[config.mk]
export PLATFORM = sky130hd
export DESIGN_NAME = lfu_ram
export DESIGN_NICKNAME = d
export VERILOG_FILES = /design/src/rtl/lfu_ram.sv
export SDC_FILE = /design/constraint.sdc
export NUM_CORES = 1
export LEC_CHECK = 0
export BUFFER_PORTS_ARGS = -buffer_cell sky130_fd_sc_hd__buf_2
export CAP_MARGIN = 20
export CORE_MARGIN = 2
export CORE_UTILIZATION = 60
export DETAILED_ROUTE_END_ITERATION = 8
export PLACE_DENSITY = 0.76
export RECOVER_POWER = 100
export SKIP_CTS_REPAIR_TIMING = 1
export SLEW_MARGIN = 20
export SYNTH_ARGS = -nofsm -noshare
export SYNTH_HDL_FRONTEND = slang
export SYNTH_SLANG_ARGS = --single-unit
[constraint.sdc]
create_clock -name i_clk -period 5.05 [get_ports i_clk]
set_clock_uncertainty 0.1 [all_clocks]
set_input_delay 0.7575 -clock i_clk [delete_from_list [all_inputs] [get_ports i_clk]]
set_output_delay 0.7575 -clock i_clk [all_outputs]
set_load 0.03 [all_outputs]
[src/rtl/lfu_ram.sv]
// Generic single-write, single-read RAM with registered read data.
`default_nettype none

module lfu_ram #(
    parameter int WIDTH = 32,
    parameter int DEPTH = 16
) (
    input  wire logic                                         i_clk,
    input  wire logic                                         i_we,
    input  wire logic [((DEPTH > 1) ? $clog2(DEPTH) : 1)-1:0] i_waddr,
    input  wire logic [WIDTH-1:0]                             i_wdata,
    input  wire logic [((DEPTH > 1) ? $clog2(DEPTH) : 1)-1:0] i_raddr,
    output logic      [WIDTH-1:0]                             o_rdata
);
    logic [WIDTH-1:0] r_mem [DEPTH];

    always_ff @(posedge i_clk) begin
        if (i_we) begin
            r_mem[i_waddr] <= i_wdata;
        end
        o_rdata <= r_mem[i_raddr];
    end
endmodule

`default_nettype wire

==> reports/metrics.csv, run 1 <==
metric;value;unit
outcome;complete, but fails checks;
violations;capacitance limit, slew limit;
period_minus_slack;3.67;ns
gp_congestion;0.736;
area_delta_synth_final;12.7;%
postLayoutCoreUtil;68.7;%
grt_pass1_wl;61000;µm
drt_iter0_drc;1252;
synth.area.top_cells;edfxtp_1 77%, mux4_2 15%, dfxtp_1 3.2%;
synth.cell_area;19900;µm²
drt-total-wl;41700;µm
fill_cells;1967;
startpoint;i_waddr[3];
max_stage_delay;2.10;ns
setup_viol;0;
die_w;186;µm
avgSynthCellArea;23.7;µm²
die_area;34600;µm²
die_h;186;µm
r2r_cells;3;
peakVddDrop;272;µV
r2r_slack;3.54;ns
synth_top_area_cell;edfxtp_1;
drt.antenna.violating_nets;0;
vias;9330;
fmax;273;MHz
cap_violations;14;
p_per_area;416;nW/µm²
endpoint;r_mem[5][2]$_DFFE_PP_;
cp-start-kind;input port;
multiInputGateArea;3660;µm²
cts_max_path_buffers;3;
yosysWarnings;0;
start_util;61.0;%
core;32500;µm²
antenna_found_initial;1;
ys_ff_latch;544;
boundaryPins;74;
synth.top_cell.area_share;77.4;%
root_buffer;clkbuf_16;
r2r-start;r_mem[11][27]$_DFFE_PP_;
io_buffers;73;
cpMaxStageDelayCell;nor2_1;
synthCells;838;
drt_pre_antenna_iters;5;
grt_setup_unrepaired;no;
slew_viol_final;319;
wire_per_inst;29.1;µm
first_global_vias;9349;
grt_usage;25.0;%
cp_max_fo;24;
synth_cell_types;18;
hold_viol_final;0;
hold_class;reg2reg;
post-route-period-util;72.6;%
numClockSinks;544;
route.detailed.drc;0;
yosysSeqAreaShare;80.7;%
avgViaCountPerCell;6.51;
drive_above_1_share;23.4;%
syn_nets;880;
cp_cell_sequence;clkbuf_1 > nand3b_1 > nor2_1 > buf_4;
cts_max_level;2;
rows;66;
dp_hpwl;21800;µm
setup_tns;0;ns
r2r-end;o_rdata[27]$_DFF_P_;
crit_path_end_kind;register;
worst_ep_required_time;5.19;ns
grt_max_degree;64;
tightestPinTransition;2.75;ns
cts_buffers;51;
slew_headroom;-84.0;%
cts_tree;yes;
power.leakage;7.04;nW
clkSlewWorstSetupHoldPaths;0.06;ns
critical_path_class;in2reg;
clkLatencyLatePin;0.57;ns
crit_arrival;3.81;ns
register_area;16000;µm²
nets;990;
grt_remaining_overflow;0;
==> flip-flops by register name (all words and copies together) (netlist names) <==
signal	cells
r_mem	512
o_rdata	32
==> synth_stat cells <==
cell type    n
mux4_2     128
or3b_2       1
buf_1        9
dfxtp_1     32
nand3b_1     2
a22oi_1     64
nand3_1      1
nor2_1      13
buf_2        4
nor3_1       4
edfxtp_1   512
nand2_1     33
nor2b_1      2
and2_1       1
buf_4       11
clkbuf_1    17
buf_6        2
nand2b_1     2
==> cells by family (layout without fill, tap and decap cells) <==
family,Yosys count,in the layout,synth area share (%)
buffers and inverters,43,194,1.12
and+or+nand+nor,59,59,1.27
other,0,2,0
DFF,544,544,80.7
AOI/OAI and AO/OA,64,64,2.42
muxes,128,128,14.5
==> per-stage QoR <==
step / hold WS, ns / cells / instance area [µm²] / power, mW / worst slack, ns
6_report: 0.571 / 1433 / 22400 / 9.30 / 1.38
5_1_grt: 0.597 / 1432 / 22400 / 9.54 / 1.29
4_1_cts: 0.455 / 1431 / 22600 / 9.35 / 2.61
3_5_place_dp: 0.554 / 1337 / 20900 / 5.67 / 2.04
3_3_place_gp: 0.551 / 1337 / 20900 / 5.65 / 2.08
2_1_floorplan: 0.535 / 838 / 19900 / 5.47 / 1.01
==> routing by layer <==
layer,global-route usage [%],wire [µm]
met1,36.5,16500
met3,4.66,3720
met2,39.9,20900
met5,0,0
met4,6.46,686
==> final cells by class <==
type | count | share of cell area, %
Tap cell | 442 | 2.47
Clock buffer | 82 | 6.86
Sequential cell | 544 | 71.6
Antenna cell | 2 | 0.0224
Clock inverter | 12 | 0.537
Multi-Input combinational cell | 251 | 16.4
Timing Repair Buffer | 100 | 2.14
==> critical path, delay by kind of cell <==
kind / cells / cell delay [ns]
buffers and inverters: 2 / 0.59
and+or+nand+nor: 2 / 2.44
==> worst min path at each step <==
stage / slack [ns] / depth (start not counted) / endpoint / start
6_report: 0.57 / 3 / o_rdata[4]$_DFF_P_ / r_mem[14][4]$_DFFE_PP_
5_1_grt: 0.60 / 3 / o_rdata[6]$_DFF_P_ / r_mem[14][6]$_DFFE_PP_
4_1_cts: 0.45 / 1 / r_mem[15][27]$_DFFE_PP_ / i_wdata[27]
3_5_place_dp: 0.55 / 3 / o_rdata[12]$_DFF_P_ / r_mem[14][12]$_DFFE_PP_
3_3_place_gp: 0.55 / 3 / o_rdata[23]$_DFF_P_ / r_mem[14][23]$_DFFE_PP_
2_1_floorplan: 0.53 / 3 / o_rdata[0]$_DFF_P_ / r_mem[14][0]$_DFFE_PP_
==> layout by cell type (no fill, tap or decap) <==
master	synthesis	layout
a22oi_1	64	64
and2_2	0	1
buf_12	0	2
buf_2	4	5
buf_4	11	14
bufinv_16	0	2
clkbuf_1	17	95
clkbuf_16	0	52
clkbuf_2	0	1
clkbuf_8	0	13
clkinv_1	0	4
clkinv_2	0	4
clkinv_8	0	1
dfxtp_1	32	32
diode_2	0	2
edfxtp_1	512	512
inv_6	0	1
mux4_2	128	128
nand2_1	33	33
nand2b_1	2	2
nand3_1	1	1
nand3b_1	2	2
nor2_1	13	9
nor2_4	0	4
nor2b_4	0	2
nor3_1	4	4
or3b_2	1	1
==> where the power goes <==
part / leakage (nW) / internal, mW / switching (mW)
Combinational: 1.34 / 0.169 / 0.308
Sequential: 4.89 / 5.05 / 0.0345
Clock: 0.810 / 2.18 / 1.56
Power figures use the tool's default switching activity.
==> run 2, diff against run 1 <==
--- a/config.mk
+++ b/config.mk
@@ -5,12 +5,13 @@
 export SDC_FILE = /design/constraint.sdc
 export NUM_CORES = 1
 export LEC_CHECK = 0
+export ABC_AREA = 1
 export BUFFER_PORTS_ARGS = -buffer_cell sky130_fd_sc_hd__buf_2
 export CAP_MARGIN = 20
 export CORE_MARGIN = 2
-export CORE_UTILIZATION = 60
+export CORE_UTILIZATION = 56
 export DETAILED_ROUTE_END_ITERATION = 8
-export PLACE_DENSITY = 0.76
+export PLACE_DENSITY = 0.74
 export RECOVER_POWER = 100
 export SKIP_CTS_REPAIR_TIMING = 1
 export SLEW_MARGIN = 20
==> constraint.sdc (replaced) <==
create_clock -name i_clk -period 3.3 [get_ports i_clk]
set_clock_uncertainty 0.1 [all_clocks]
set_input_delay 0.495 -clock i_clk [delete_from_list [all_inputs] [get_ports i_clk]]
set_output_delay 0.495 -clock i_clk [all_outputs]
set_load 0.03 [all_outputs]
==> reports/metrics.csv, run 2 <==
metric;value;unit;change
worst_ep_required_time;3.69;ns;-1.50 ns
grt_usage;25.7;%;+0.74 points
synth-main-ff-cell;edfxtp_1;;
synth_compound_area_share;0;%;-2.4 points
synth_top_area_cell;edfxtp_1;;
synth-edff-count;512;;unchanged
cap_violations;6;;-8
drt_pre_antenna_iters;6;;+1
fin_area;25100;µm²;+12%
synth-adder-area-share;0;%;unchanged
cts_max_path_buffers;3;;unchanged
synth_cell_types;15;;-3
synthCells;2120;;+150%
power_frac_comb;6.5;%;+1.4 points
p_int;11.4;mW;+54%
die_w;205;µm;+11%
setup_viol;0;;unchanged
numClockSinks;544;;unchanged
io_buffers;73;;unchanged
avgViaCountPerCell;5.40;;-17%
crit_arrival;2.96;ns;-0.85 ns
core;39900;µm²;+23%
p_per_area;584;nW/µm²;+40%
async_flop_share;0;%;unchanged
post-route-period-util;77.9;%;
grt_max_degree;130;;+100%
drive_above_1_share;5.34;%;-18 points
drt.antenna.violating_nets;0;;unchanged
cp_max_fo;129;;+440%
cts_tree;yes;;
synth_commonest_cells;677 x nand2_1, 512 x edfxtp_1, 388 x inv_1, 385 x nand3_1, 41 x buf_2;;
clkLatencyLatePin;0.60;ns;+0.03 ns
critPathTopFamily;buffers and inverters;;
grt_setup_unrepaired;no;;
slew_headroom;-14.8;%;+69 points
first_global_vias;14500;;+56%
drt_iter0_drc;1572;;+26%
tightestPinTransition;1.72;ns;-1.03 ns
cp_cell_sequence;buf_6 > clkbuf_4 > nand2_1 > nand3_1 > nand3_1 > nand3_1 > nand2_1;;
synthSimpleGateAreaFrac;20.0;%;+19 points
ys_ff_latch;544;;unchanged
hold_class;in2reg;;
nets;2226;;+120%
cp.buffers_inverters;2;;unchanged
critical_path_class;in2reg;;
start_util;56.9;%;-4.1 points
yosysSeqAreaShare;70.5;%;-10 points
fmax;389;MHz;
vias;14900;;+60%
cts_buffers;53;;+3.9%
wire_per_inst;19.3;µm;-34%
reg_top3;r_mem: 512 flops, o_rdata: 32 flops;;
period_minus_slack;2.57;ns;
cpMostUsedCell;nand3_1;;
cp-start-kind;input port;;
layout_commonest_cell;nand2_1;;
peakVddDrop;442;µV;+63%
power_frac_clock;40.4;%;+0.2 points
seq_power_share;53.1;%;-1.6 points
synth.top_cell.area_share;67.6;%;-9.8 points
synth.cell_area;22700;µm²;+14%
synth_top_family_by_area;simple AND/OR/NAND/NOR gates;;
rows;73;;+11%
die_h;205;µm;+11%
root_buffer;clkbuf_16;;
crit_path_end_kind;register;;
power.leakage;10.6;nW;+50%
stdcell_count;2756;;+92%
synth.area.top_cells;edfxtp_1 68%, nand2_1 11%, nand3_1 8.5%;;
mostFrequentLayoutCells;677 x nand2_1, 512 x edfxtp_1, 387 x inv_1;;
dp_hpwl;29100;µm;+33%
die_area;42200;µm²;+22%
placed_cell_area;23600;µm²;+13%
largest_register_ffs;512;;unchanged
grt_pass1_wl;81700;µm;+34%
max_stage_delay;1.33;ns;-0.77 ns
r2r_slack;2.04;ns;-1.50 ns
outcome;complete, but fails checks;;
clkSlewWorstSetupHoldPaths;0.06;ns;about the same
drt-total-wl;53200;µm;+28%
gp_congestion;0.815;;+11%
swShare;22.2;%;+1.8 points
avgSynthCellArea;10.7;µm²;-55%
boundaryPins;74;;unchanged
synth-xor-area-share;0;%;unchanged
setup_tns;0;ns;unchanged
slew_viol_final;215;;-33%
synthMuxAreaShare;0;%;-15 points
syn_nets;2162;;+150%
cts_max_level;2;;unchanged
dp.cells;2654;;+99%
netSwitchingPower;3.26;mW;+71%
yosysWarnings;0;;unchanged
area_delta_synth_final;10.3;%;
cpMaxStageDelayCell;clkbuf_4;;
regMostFlops;r_mem;;
route.detailed.drc;0;;unchanged
violations;capacitance limit, slew limit;;
yosysMostFrequentCell;nand2_1;;
antenna_found_initial;2;;+1
grt_remaining_overflow;0;;unchanged
hold_viol_final;0;;unchanged
==> run 2: cell types whose count changed in the layout (fill, tap and decap cells not counted), moves of 3 or more <==
| cell | delta |
|---|---|
| a22oi_1 | -64 |
| buf_12 | +3 |
| buf_4 | +4 |
| clkbuf_1 | +4 |
| clkbuf_16 | +3 |
| clkbuf_2 | +4 |
| inv_1 | +387 |
| mux4_2 | -128 |
| nand2_1 | +644 |
| nand3_1 | +384 |
| nor3_1 | -4 |
==> run 2: power groups by stage <==
stage | combinational (mW) | sequential [mW] | clock (mW)
floorplan | 0.527 | 8.00 | 0
global placement | 0.945 | 7.91 | 0
detailed placement | 0.964 | 7.91 | 0
CTS | 0.971 | 7.77 | 5.96
global route | 1.03 | 7.78 | 6.24
finish | 0.947 | 7.77 | 5.91
==> run 2: path summary, 6_finish.rpt <==
| kind | cells past startpoint | from | endpoint |
|---|---|---|---|
| min | 1 | i_wdata[19] | r_mem[9][19]$_DFFE_PP_ |
| min reg2reg | 6 | r_mem[10][14]$_DFFE_PP_ | o_rdata[14]$_DFF_P_ |
| max | 7 | i_raddr[0] | o_rdata[0]$_DFF_P_ |
| max reg2reg | 6 | r_mem[3][0]$_DFFE_PP_ | o_rdata[0]$_DFF_P_ |
==> run 2: cells by family after synthesis <==
family	after synthesis
simple gates	1081
flops	544
buf+inv	495
==> run 2: metal layers <==
layer	wire, µm	track usage, %	vias up
met4	1670	10.5	0
met2	25200	41.3	752
met1	21300	35.0	7050
met5	0	0	-
li1	-	-	6971
met3	5030	4.59	116
==> run 2: cell type report <==
type	instances	area, µm²
Clock buffer	86	1620
Multi-Input combinational cell	1081	4590
Sequential cell	544	16000
Fill cell	3018	14900
Tap cell	525	657
Inverter	390	1470
Timing Repair Buffer	114	598
Clock inverter	14	97.6
Antenna cell	2	5.00
==> run 2: per-stage QoR <==
step,util (%),setup slack [ns],power [mW],hold slack [ns]
6_report,62.8,0.729,14.6,0.311
2_1_floorplan,-,0.712,8.53,0.494
5_1_grt,62.8,0.606,15.1,0.352
3_3_place_gp,59.1,0.806,8.86,0.529
4_1_cts,63.4,1.35,14.7,0.154
3_5_place_dp,59.1,0.741,8.88,0.538
==> run 3, diff against run 2 <==
--- a/config.mk
+++ b/config.mk
@@ -9,9 +9,9 @@
 export BUFFER_PORTS_ARGS = -buffer_cell sky130_fd_sc_hd__buf_2
 export CAP_MARGIN = 20
 export CORE_MARGIN = 2
-export CORE_UTILIZATION = 56
+export CORE_UTILIZATION = 60
 export DETAILED_ROUTE_END_ITERATION = 8
-export PLACE_DENSITY = 0.74
+export PLACE_DENSITY = 0.75
 export RECOVER_POWER = 100
 export SKIP_CTS_REPAIR_TIMING = 1
 export SLEW_MARGIN = 20
==> constraint.sdc (replaced) <==
create_clock -name i_clk -period 2.51 [get_ports i_clk]
set_clock_uncertainty 0.1 [all_clocks]
set_input_delay 0.3765 -clock i_clk [delete_from_list [all_inputs] [get_ports i_clk]]
set_output_delay 0.3765 -clock i_clk [all_outputs]
set_load 0.03 [all_outputs]
==> reports/metrics.csv, run 3 (synthesized netlist as in run 2, its figures left out) <==
metric;value;unit;change
grt_max_degree;136;;+4.6%
vias;14700;;-1.2%
die_h;199;µm;-3.3%
period_minus_slack;1.99;ns;
netSwitchingPower;4.14;mW;+27%
setup_viol;0;;unchanged
largest_register_ffs;512;;unchanged
crit_arrival;2.08;ns;-0.88 ns
p_int;14.7;mW;+29%
mostFrequentLayoutCells;677 x nand2_1, 512 x edfxtp_1, 387 x inv_1;;
wire_per_inst;18.3;µm;-5.1%
post-route-period-util;79.4;%;
io_buffers;73;;unchanged
cp-start-kind;input port;;
antenna_found_initial;0;;-2
die_w;199;µm;-3.3%
layout_commonest_cell;nand2_1;;
outcome;completed;;
power_frac_clock;39.2;%;-1.2 points
peakVddDrop;603;µV;+37%
regMostFlops;r_mem;;
worst_slack;0.517;ns;-0.211 ns
hold_viol_final;0;;unchanged
worst_ep_required_time;2.60;ns;-1.09 ns
route.detailed.drc;0;;unchanged
postLayoutCoreUtil;66.8;%;+4.1 points
die_area;39500;µm²;-6.5%
cp_max_fo;18;;-86%
holdWs;0.199;ns;-0.112 ns
grt_pass1_wl;78500;µm;-4.0%
core;37500;µm²;-6.1%
boundaryPins;74;;unchanged
fin_area;25100;µm²;about the same
slew_viol_final;0;;-100%
swShare;22.0;%;-0.25 points
cts_buffers;52;;-1.9%
cap_violations;0;;-6
p_per_area;752;nW/µm²;+29%
nets;2225;;-0.045%
cts_max_path_buffers;3;;unchanged
tightestPinTransition;1.30;ns;-0.414 ns
multiInputGateArea;4670;µm²;+1.6%
setup_tns;0;ns;unchanged
grt_usage;26.3;%;+0.52 points
cts_tree;yes;;
grt_remaining_overflow;0;;unchanged
register_area;16000;µm²;unchanged
seq_power_share;54.3;%;+1.2 points
drt.antenna.violating_nets;0;;unchanged
area_delta_synth_final;10.2;%;about the same
power_frac_comb;6.5;%;about the same
grt_setup_unrepaired;no;;
antenna_cells;0;;-2
drt_pre_antenna_iters;8;;+2
clkLatencyLatePin;0.58;ns;-0.02 ns
clkSlewWorstSetupHoldPaths;0.06;ns;about the same
root_buffer;clkbuf_16;;
numClockSinks;544;;unchanged
gp_congestion;0.779;;-4.5%
power.leakage;10.6;nW;about the same
crit_path_end_kind;register;;
drive_above_1_share;5.85;%;+0.51 points
placed_cell_area;23800;µm²;+0.68%
fill_cells;2763;;-8.4%
dp_hpwl;25900;µm;-11%
rows;71;;-2.7%
slew_headroom;13.2;%;+28 points
fmax;502;MHz;
reg_top3;r_mem: 512 flops, o_rdata: 32 flops;;
drt_iter0_drc;1337;;-15%
place_ws;0.628;ns;-0.112 ns
hold_class;in2reg;;
start_util;60.6;%;+3.7 points
critical_path_class;in2reg;;
drt-total-wl;50100;µm;-5.9%
cts_max_level;2;;unchanged
avgViaCountPerCell;5.38;;-0.37%
first_global_vias;14500;;-0.11%
-- run 3: final timing paths --
path / slack (ns) / depth (start not counted) / to / startpoint
worst max-delay path: 0.52 / 4 / r_mem[10][5]$_DFFE_PP_ / i_waddr[2]
worst min-delay path: 0.20 / 1 / r_mem[13][1]$_DFFE_PP_ / i_wdata[1]
worst max register to register: 1.37 / 6 / o_rdata[26]$_DFF_P_ / r_mem[13][26]$_DFFE_PP_
worst min register to register: 0.55 / 6 / o_rdata[25]$_DFF_P_ / r_mem[12][25]$_DFFE_PP_
-- run 3: per-layer routing --
layer  track usage [%]  share of wire (%)  vias up  wire length (µm)
met1              34.6                 40     7073             20000
met4              9.89                3.3        0              1630
met3              4.34                7.0      105              3510
met2              44.3                 50      575             25000
li1                  -                  -     6957                 -
met5                 0                  0        -                 0
-- run 3: stage by stage --
| stage | total power, mW | instances |
|---|---|---|
| 6_report | 18.8 | 2733 |
| 5_1_grt | 19.4 | 2733 |
| 4_1_cts | 19.0 | 2733 |
| 3_5_place_dp | 11.7 | 2640 |
| 3_3_place_gp | 11.6 | 2640 |
| 2_1_floorplan | 11.2 | 2120 |
-- run 3: critical path, stage by stage --
cell	delay (ns)
clkbuf_1	0.10
nand3b_1	0.41
nor2_4	0.21
clkbuf_1	0.96
-- run 3: power by group through the flow --
stage	sequential (mW)	combinational (mW)	clock (mW)
2_1_floorplan	10.5	0.692	0
3_3_place_gp	10.4	1.23	0
3_5_place_dp	10.4	1.26	0
4_1_cts	10.2	1.27	7.48
5_1_grt	10.2	1.36	7.82
6_report	10.2	1.23	7.38
-- run 3: layout make-up --
type	count	share of cell area, %
Clock buffer	71	5.64
Clock inverter	22	0.694
Inverter	390	5.87
Multi-Input combinational cell	1081	18.6
Sequential cell	544	63.9
Tap cell	511	2.55
Timing Repair Buffer	114	2.71
